==> src/rtl/core/owtsd_pkg.sv <==
// ----------------------------------------------------------------------------
// owtsd_pkg
// Shared constants and types for the scratchpad temperature decoder.
// ----------------------------------------------------------------------------
package owtsd_pkg;

  // Result width and the unsigned quotient magnitude width of the fraction divider.
  localparam int unsigned ValueW = 35;
  localparam int unsigned QuotW  = 28;

  // CRC-8 over bytes 0 to 7, shifted LSB first, two bits per cycle.
  localparam int unsigned CrcBits   = 64;
  localparam int unsigned CrcDigit  = 2;
  localparam int unsigned CrcCycles = CrcBits / CrcDigit;
  localparam logic [7:0]  CrcPoly   = 8'h8C;

  // Scale factors in micro-degrees.
  localparam int unsigned KTwelve    = 62500;
  localparam int unsigned KHalf      = 500000;
  localparam int unsigned HalfOffset = 250000;
  localparam int unsigned FracScale  = 1000000;

  // Sensor kind codes.
  localparam logic KindHalf   = 1'b0;
  localparam logic KindTwelve = 1'b1;

  // Control for a serial datapath unit.
  typedef struct packed {
    logic load;
    logic step;
  } step_ctrl_t;

endpackage

==> src/rtl/core/owtsd_crc8.sv <==
// ----------------------------------------------------------------------------
// owtsd_crc8
// Serial Dallas CRC-8 over a 64-bit scratchpad prefix, two bits per cycle.
// ----------------------------------------------------------------------------
module owtsd_crc8 (
  input  logic                    clk_i,
  input  owtsd_pkg::step_ctrl_t   ctrl_i,
  input  logic [63:0]             data_i,
  output logic [7:0]              crc_o
);

  logic [63:0] sh_q, sh_d;
  logic [7:0]  crc_q, crc_d;

  always_comb begin
    logic [7:0] c;
    logic       mix;
    c = crc_q;
    for (int i = 0; i < int'(owtsd_pkg::CrcDigit); i++) begin
      mix = c[0] ^ sh_q[i];
      c   = {1'b0, c[7:1]} ^ (mix ? owtsd_pkg::CrcPoly : 8'h00);
    end
    sh_d  = sh_q;
    crc_d = crc_q;
    if (ctrl_i.load) begin
      sh_d  = data_i;
      crc_d = '0;
    end else if (ctrl_i.step) begin
      sh_d  = sh_q >> owtsd_pkg::CrcDigit;
      crc_d = c;
    end
  end

  always_ff @(posedge clk_i) begin
    sh_q  <= sh_d;
    crc_q <= crc_d;
  end

  assign crc_o = crc_q;

endmodule

==> src/rtl/core/owtsd_div.sv <==
// ----------------------------------------------------------------------------
// owtsd_div
// Restoring divider, one quotient bit per cycle, for the count fraction
// ((count_per_c - remain_count) * 1000000) / count_per_c, truncated to zero.
// ----------------------------------------------------------------------------
module owtsd_div (
  input  logic                                   clk_i,
  input  owtsd_pkg::step_ctrl_t                  ctrl_i,
  input  logic [7:0]                             cpc_i,
  input  logic [7:0]                             crem_i,
  output logic signed [owtsd_pkg::QuotW:0]       quot_o
);

  localparam int unsigned QW = owtsd_pkg::QuotW;

  logic [7:0]    divisor_q, divisor_d;
  logic          neg_q, neg_d;
  logic [7:0]    rem_q, rem_d;
  logic [QW-1:0] acc_q, acc_d;

  logic [8:0]    diff_in;
  logic [7:0]    mag;
  logic [8:0]    rem_sh;
  logic [8:0]    rem_sub;
  logic          fits;

  assign diff_in = {1'b0, cpc_i} - {1'b0, crem_i};
  assign mag     = diff_in[8] ? 8'(-diff_in) : diff_in[7:0];
  assign rem_sh  = {rem_q, acc_q[QW-1]};
  assign rem_sub = rem_sh - {1'b0, divisor_q};
  assign fits    = rem_sh >= {1'b0, divisor_q};

  always_comb begin
    divisor_d = divisor_q;
    neg_d     = neg_q;
    rem_d     = rem_q;
    acc_d     = acc_q;
    if (ctrl_i.load) begin
      divisor_d = cpc_i;
      neg_d     = diff_in[8];
      rem_d     = '0;
      acc_d     = QW'(mag) * QW'(owtsd_pkg::FracScale);
    end else if (ctrl_i.step) begin
      rem_d = fits ? rem_sub[7:0] : rem_sh[7:0];
      acc_d = {acc_q[QW-2:0], fits};
    end
  end

  always_ff @(posedge clk_i) begin
    divisor_q <= divisor_d;
    neg_q     <= neg_d;
    rem_q     <= rem_d;
    acc_q     <= acc_d;
  end

  // Magnitude division then sign restore gives truncation toward zero.
  assign quot_o = neg_q ? -$signed({1'b0, acc_q}) : $signed({1'b0, acc_q});

endmodule

==> src/rtl/core/onewire_temp_scratchpad_decode.sv <==
// ----------------------------------------------------------------------------
// onewire_temp_scratchpad_decode
// Checks a nine-byte 1-Wire scratchpad and converts its temperature.
// ----------------------------------------------------------------------------
// One scratchpad is decoded at a time. A request is taken in the idle state
// and goes through the serial pass, in which the CRC-8 over bytes 0 to 7 runs
// at two bits per cycle and sets the length, then through the final add in
// the finish state, whose result is loaded into the output register. The
// fraction divider runs inside the same pass, one quotient bit per cycle.
// The block is ready again as the result is loaded, whether or not it has
// been taken; a result that finishes while the previous one still waits is
// held until the output frees up. A failed CRC returns the last good
// temperature with crc_ok_o low.
module onewire_temp_scratchpad_decode (
  input  logic                                  clk_i,
  input  logic                                  rst_ni,
  input  logic                                  cfg_we_i,
  input  logic                                  cfg_wdata_i,
  input  logic                                  in_valid_i,
  output logic                                  in_ready_o,
  input  logic [7:0]                            temp_lsb_i,
  input  logic [7:0]                            temp_msb_i,
  input  logic [7:0]                            alarm_high_i,
  input  logic [7:0]                            alarm_low_i,
  input  logic [7:0]                            sensor_cfg_byte_i,
  input  logic [7:0]                            reserved_byte_i,
  input  logic [7:0]                            remain_count_i,
  input  logic [7:0]                            count_per_c_i,
  input  logic [7:0]                            crc_byte_i,
  output logic                                  out_valid_o,
  input  logic                                  out_ready_i,
  output logic signed [owtsd_pkg::ValueW-1:0]   temperature_micro_c_o,
  output logic                                  crc_ok_o
);

  localparam int unsigned VW   = owtsd_pkg::ValueW;
  localparam int unsigned CntW = $clog2(owtsd_pkg::CrcCycles);

  localparam logic [1:0] StIdle = 2'd0;
  localparam logic [1:0] StRun  = 2'd1;
  localparam logic [1:0] StFin  = 2'd2;

  logic [1:0]             state_q, state_d;
  logic [CntW-1:0]        cnt_q, cnt_d;
  logic                   kind_q;
  logic                   out_valid_q, out_valid_d;
  logic                   crc_ok_q, crc_ok_d;
  logic signed [VW-1:0]   last_value_q, last_value_d;

  logic signed [VW-1:0]   prod_q;
  logic                   use_frac_q;
  logic [7:0]             crc_exp_q;

  logic                   accept;
  logic                   fin_fire;
  logic                   crc_match;
  logic [7:0]             crc_val;
  logic signed [owtsd_pkg::QuotW:0] quot;
  owtsd_pkg::step_ctrl_t  crc_ctrl, div_ctrl;

  logic                   cpc_nz;
  logic signed [15:0]     raw_sel;
  logic signed [20:0]     k_sel;
  logic signed [36:0]     prod_full;
  logic signed [VW-1:0]   frac_term;
  logic signed [VW-1:0]   fin_value;

  assign accept   = in_valid_i && in_ready_o;
  assign fin_fire = (state_q == StFin) && (!out_valid_q || out_ready_i);

  assign crc_ctrl.load = accept;
  assign crc_ctrl.step = (state_q == StRun);
  assign div_ctrl.load = accept;
  assign div_ctrl.step = (state_q == StRun) && (cnt_q < CntW'(owtsd_pkg::QuotW));

  owtsd_crc8 u_crc (
    .clk_i  (clk_i),
    .ctrl_i (crc_ctrl),
    .data_i ({count_per_c_i, remain_count_i, reserved_byte_i, sensor_cfg_byte_i,
              alarm_low_i, alarm_high_i, temp_msb_i, temp_lsb_i}),
    .crc_o  (crc_val)
  );

  owtsd_div u_div (
    .clk_i  (clk_i),
    .ctrl_i (div_ctrl),
    .cpc_i  (count_per_c_i),
    .crem_i (remain_count_i),
    .quot_o (quot)
  );

  // Scaled raw reading, formed straight from the request.
  assign cpc_nz = (count_per_c_i != 8'd0);

  always_comb begin
    if (kind_q == owtsd_pkg::KindTwelve) begin
      raw_sel = $signed({temp_msb_i, temp_lsb_i});
      k_sel   = 21'(owtsd_pkg::KTwelve);
    end else if (cpc_nz) begin
      raw_sel = $signed({temp_msb_i, temp_lsb_i[7:1], 1'b0});
      k_sel   = 21'(owtsd_pkg::KHalf);
    end else begin
      raw_sel = $signed({temp_msb_i, temp_lsb_i});
      k_sel   = 21'(owtsd_pkg::KHalf);
    end
  end

  assign prod_full = raw_sel * k_sel;

  always_ff @(posedge clk_i) begin
    if (accept) begin
      prod_q     <= prod_full[VW-1:0];
      use_frac_q <= (kind_q == owtsd_pkg::KindHalf) && cpc_nz;
      crc_exp_q  <= crc_byte_i;
    end
  end

  assign crc_match = (crc_val == crc_exp_q);
  assign frac_term = use_frac_q ? (VW'(quot) - VW'(owtsd_pkg::HalfOffset)) : '0;
  assign fin_value = prod_q + frac_term;

  always_comb begin
    state_d      = state_q;
    cnt_d        = cnt_q;
    out_valid_d  = out_valid_q;
    crc_ok_d     = crc_ok_q;
    last_value_d = last_value_q;
    if (out_valid_q && out_ready_i) begin
      out_valid_d = 1'b0;
    end
    unique case (state_q)
      StIdle: begin
        if (accept) begin
          state_d = StRun;
          cnt_d   = '0;
        end
      end
      StRun: begin
        cnt_d = cnt_q + 1'b1;
        if (cnt_q == CntW'(owtsd_pkg::CrcCycles - 1)) begin
          state_d = StFin;
        end
      end
      StFin: begin
        if (fin_fire) begin
          state_d     = StIdle;
          out_valid_d = 1'b1;
          crc_ok_d    = crc_match;
          if (crc_match) begin
            last_value_d = fin_value;
          end
        end
      end
      default: begin
        state_d = StIdle;
      end
    endcase
  end

  always_ff @(posedge clk_i or negedge rst_ni) begin
    if (!rst_ni) begin
      state_q      <= StIdle;
      cnt_q        <= '0;
      kind_q       <= owtsd_pkg::KindHalf;
      out_valid_q  <= 1'b0;
      crc_ok_q     <= 1'b0;
      last_value_q <= '0;
    end else begin
      state_q      <= state_d;
      cnt_q        <= cnt_d;
      out_valid_q  <= out_valid_d;
      crc_ok_q     <= crc_ok_d;
      last_value_q <= last_value_d;
      if (cfg_we_i) begin
        kind_q <= cfg_wdata_i;
      end
    end
  end

  assign in_ready_o            = (state_q == StIdle);
  assign out_valid_o           = out_valid_q;
  assign crc_ok_o              = crc_ok_q;
  assign temperature_micro_c_o = last_value_q;

  // A request always starts a full CRC pass.
  a_accept_runs : assert property (@(posedge clk_i) disable iff (!rst_ni)
    accept |=> (state_q == StRun) && (cnt_q == '0))
    else $error("accepted request did not start the serial pass");

  // The pass ends after the last CRC digit.
  a_run_len : assert property (@(posedge clk_i) disable iff (!rst_ni)
    (state_q == StRun) && (cnt_q == CntW'(owtsd_pkg::CrcCycles - 1)) |=> state_q == StFin)
    else $error("serial pass did not end on the last digit");

  // A failed check keeps the last good temperature.
  a_hold_bad : assert property (@(posedge clk_i) disable iff (!rst_ni)
    fin_fire && !crc_match |=> !crc_ok_o && $stable(temperature_micro_c_o))
    else $error("temperature changed on a CRC mismatch");

  // A finished result waits while the previous one is still pending.
  a_fin_wait : assert property (@(posedge clk_i) disable iff (!rst_ni)
    (state_q == StFin) && out_valid_o && !out_ready_i |=> state_q == StFin)
    else $error("result overwrote a pending output");

endmodule

==> config.mk <==
export PLATFORM = sky130hd
export DESIGN_NAME = onewire_temp_scratchpad_decode
export DESIGN_NICKNAME = d
export VERILOG_FILES = /design/src/rtl/core/owtsd_pkg.sv /design/src/rtl/core/owtsd_crc8.sv /design/src/rtl/core/owtsd_div.sv /design/src/rtl/core/onewire_temp_scratchpad_decode.sv
export SDC_FILE = /design/constraint.sdc
export NUM_CORES = 1
export LEC_CHECK = 0
export BUFFER_PORTS_ARGS = -buffer_cell sky130_fd_sc_hd__buf_2
export CAP_MARGIN = 20
export CORE_ASPECT_RATIO = 1.1
export CORE_MARGIN = 8
export CORE_UTILIZATION = 30
export CTS_CLUSTER_DIAMETER = 80
export CTS_CLUSTER_SIZE = 10
export DETAILED_ROUTE_END_ITERATION = 10
export PLACE_DENSITY = 0.57
export SYNTH_ARGS = -nofsm -noshare
export SYNTH_HDL_FRONTEND = slang
export SYNTH_SLANG_ARGS = --single-unit
==> constraint.sdc <==
create_clock -name clk_i -period 17.2 [get_ports clk_i]
set_input_delay 0 -clock clk_i [delete_from_list [all_inputs] [get_ports clk_i]]
set_output_delay 0 -clock clk_i [all_outputs]
set_load 0.1 [all_outputs]
==> qor.txt <==
Syn Inst Count - 2,027
fillers - 6,462
initial cell density of the core - 30.33%
Post-synth EDFFs - 137
clock root cell - clkbuf_16
maximum clock path buffer count - 3
total vias in the final route - 14.68k
RSZ-0062 raised after global routing - false
Tot GR Track Use - 13.32%
Total Wirelength - 49.71 mm
Worst Setup End Kind - flip-flop
peak supply drop - 0.1694 mV
vias in the first global route - 15.18k
port bufs - 115
worst setup path class - input pin to flip-flop
Fin. Hold Viols - 0
Die W - 257.8 µm
initial antenna violation count - 0
largest net degree at the start of global routing - 96
area of the multi-input gates - 0.01234 mm²
post-synthesis sequential area ratio - 29.45%
Yosys reg bits - 204
Num CTS Buffers - 25
# Max-Cap Violations - 0
Area Growth Syn to Fin - 15.57%
Antenna Cells - 0
synth top area cells - edfxtp_1, ha_1, fa_1
I/O pins - 116
slowest stage cell on the critical path - fa_1
die height - 281.9 µm
fin util - 35.05%
worst hold path type - input pin to flip-flop
Fin Setup TNS - 0 ps
Slew Viols, Final - 0
top_reg_cell synth - edfxtp_1
Skew-Pair Late Insertion Delay - 560 ps
first-pass GRT wire length - 79.83 mm
Slew @ Worst Pin - 1026 ps
FF/Latch Area - 0.005680 mm²
async set-reset flop share out of synthesis - 22.06%
DR iter-0 viols - 637
startpoint types - input pin
share of post-route cells with drive strength above 1 - 8.431%
first-pass iteration count of the detailed router - 7
Avg WL per Cell - 16.25 µm
Final period util - 39.42%
clock sinks - 204
most frequent CP cell - inv_1
dominant cell type by area after synthesis - edfxtp_1
count leader, synth - nand2_1
worst path bufs/invs - 7
P_leak - 0.01062 µW
nets - 2,658
syn avg cell area - 9.516 µm²
placed instance count - 2,937
via/cell ratio - 4.797
Finish-stage setup viols - 0
Setup Skew - 15.60 ps
Mapped Area - 0.01929 mm²
delay of the slowest cell on the worst path - 550 ps
GR Overflow Total - 0
Final WS setup - 10,420 ps
fmax - 147.5 MHz
core area - 0.06360 mm²
# H-tree levels - 1
Max-slew headroom - 30.98%
hpwl dp - 39.11 mm
Non-Filler Instances - 3,059
pre-CTS setup slack - 10,390 ps
drt drc - 0
routability cong. - 0.8643
cell family with most CP delay - adder cells
CTS tree - yes
Synth top area share - 21.33%
fin crit period - 6780 ps
most common library cells after synthesis - nand2_1, inv_1, ha_1
Worst-path clk slew - 60 ps
Netlist cell types - 86
Arr. time, crit path - 7050 ps
Routed Antenna Nets - 0
die area - 0.07267 mm²
site row count - 97
Yosys warnings - 0
status - completed
Post-CTS Setup Inserts - 0
Worst Path Required - 17,470 ps
crit-path max FO - 9
power per standard cell area - 225.5 mW/mm²
metal layers:
| layer | wire (µm) | up-vias | track usage (%) |
|---|---|---|---|
| li1 | - | 7240 | - |
| met4 | 715 | 0 | 2.683 |
| met1 | 22800 | 7141 | 17.36 |
| met3 | 1558 | 45 | 1.647 |
| met5 | 0 | - | 0 |
| met2 | 24640 | 249 | 23.57 |
area by class of cell:
| cell class | instances | area share, % |
|---|---|---|
| inverters | 281 | 4.743 |
| clock buffers | 43 | 3.250 |
| multi-input cells | 1486 | 55.35 |
| flip-flops and latches | 204 | 25.48 |
| well taps | 841 | 4.720 |
| repair buffers | 201 | 6.309 |
| clock inverters | 3 | 0.1403 |
logic make-up (layout without fill, tap and decap cells):
family | count (synthesis) | count (layout) | share of synthesized area, %
other cells | 2 | 6 | 0.03894
xor+xnor | 130 | 130 | 5.974
compound gates | 374 | 374 | 12.70
mux | 7 | 7 | 0.3957
simple gates | 588 | 588 | 14.58
flops | 204 | 204 | 29.45
fa+ha+maj | 381 | 381 | 30.16
buf+inv | 341 | 528 | 6.694
what timing repair did:
| item | CTS | global route |
|---|---|---|
| endpoints found under the setup margin | 0 | 0 |
| gates resized for setup | 0 | 0 |
| endpoints found under the hold margin | 130 | 0 |
| hold buffers | 75 | 0 |
power by group:
group	total (µW)	leakage (µW)	switching (µW)	internal [µW]
logic	3550	0.00807	2020	1530
clock network	504	0.000365	218	286
registers	976	0.00219	131	845
total	5030	0.0106	2360	2660
final timing paths:
kind,from,to,slack (ps),cells after the start
min in group asynchronous,rst_ni,temperature_micro_c_o[31],100,3
max in group asynchronous,rst_ni,temperature_micro_c_o[6],16640,3
min reg2reg,u_div.rem_q[7],u_div.rem_q[7],460,2
min,temp_msb_i[3],u_crc.sh_q[11],60,3
max,count_per_c_i[0],u_div.acc_q[25],10420,29
max reg2reg,kind_q,prod_q[33],10800,22
metrics by stage:
stage	area, µm²	hold WS (ps)	power (µW)
finish	22290	55.87	5028
global route	22290	63.73	5587
CTS	22290	22.49	5078
detailed placement	20780	179.7	4504
global placement	20780	179.8	4454
floorplan	19300	-295.6	3696
state kept, by name, summed over array words and instances (netlist names), 2 cells and up:
| signal | cells |
|---|---|
| u_crc.sh_q | 64 |
| temperature_micro_c_o | 35 |
| prod_q | 33 |
| u_div.acc_q | 28 |
| crc_exp_q | 8 |
| u_crc.crc_o | 8 |
| u_div.divisor_q | 8 |
| u_div.rem_q | 8 |
| cnt_q | 5 |
| state_q | 2 |
cells in the final DEF (no fill, tap or decap), types with 37 or more instances in the layout:
cell / count
fa_1: 140
inv_1: 279
nor2_1: 66
dlygate4sd3_1: 75
xnor2_1: 70
nand2b_1: 37
a21oi_1: 81
buf_2: 116
xor2_1: 59
dfrtp_1: 45
nand2_1: 288
ha_1: 241
edfxtp_1: 137
o21ai_0: 108
worst register-to-register path: cells and delay by family, from the launching register on:
kind                       cells  cell delay (ps)
and+or+nand+nor                4              700
AOI/OAI and AO/OA              6             1450
buffers and inverters          5              600
DFF                            1              330
adders and majority gates      7             3180
Power figures use the tool's default switching activity.
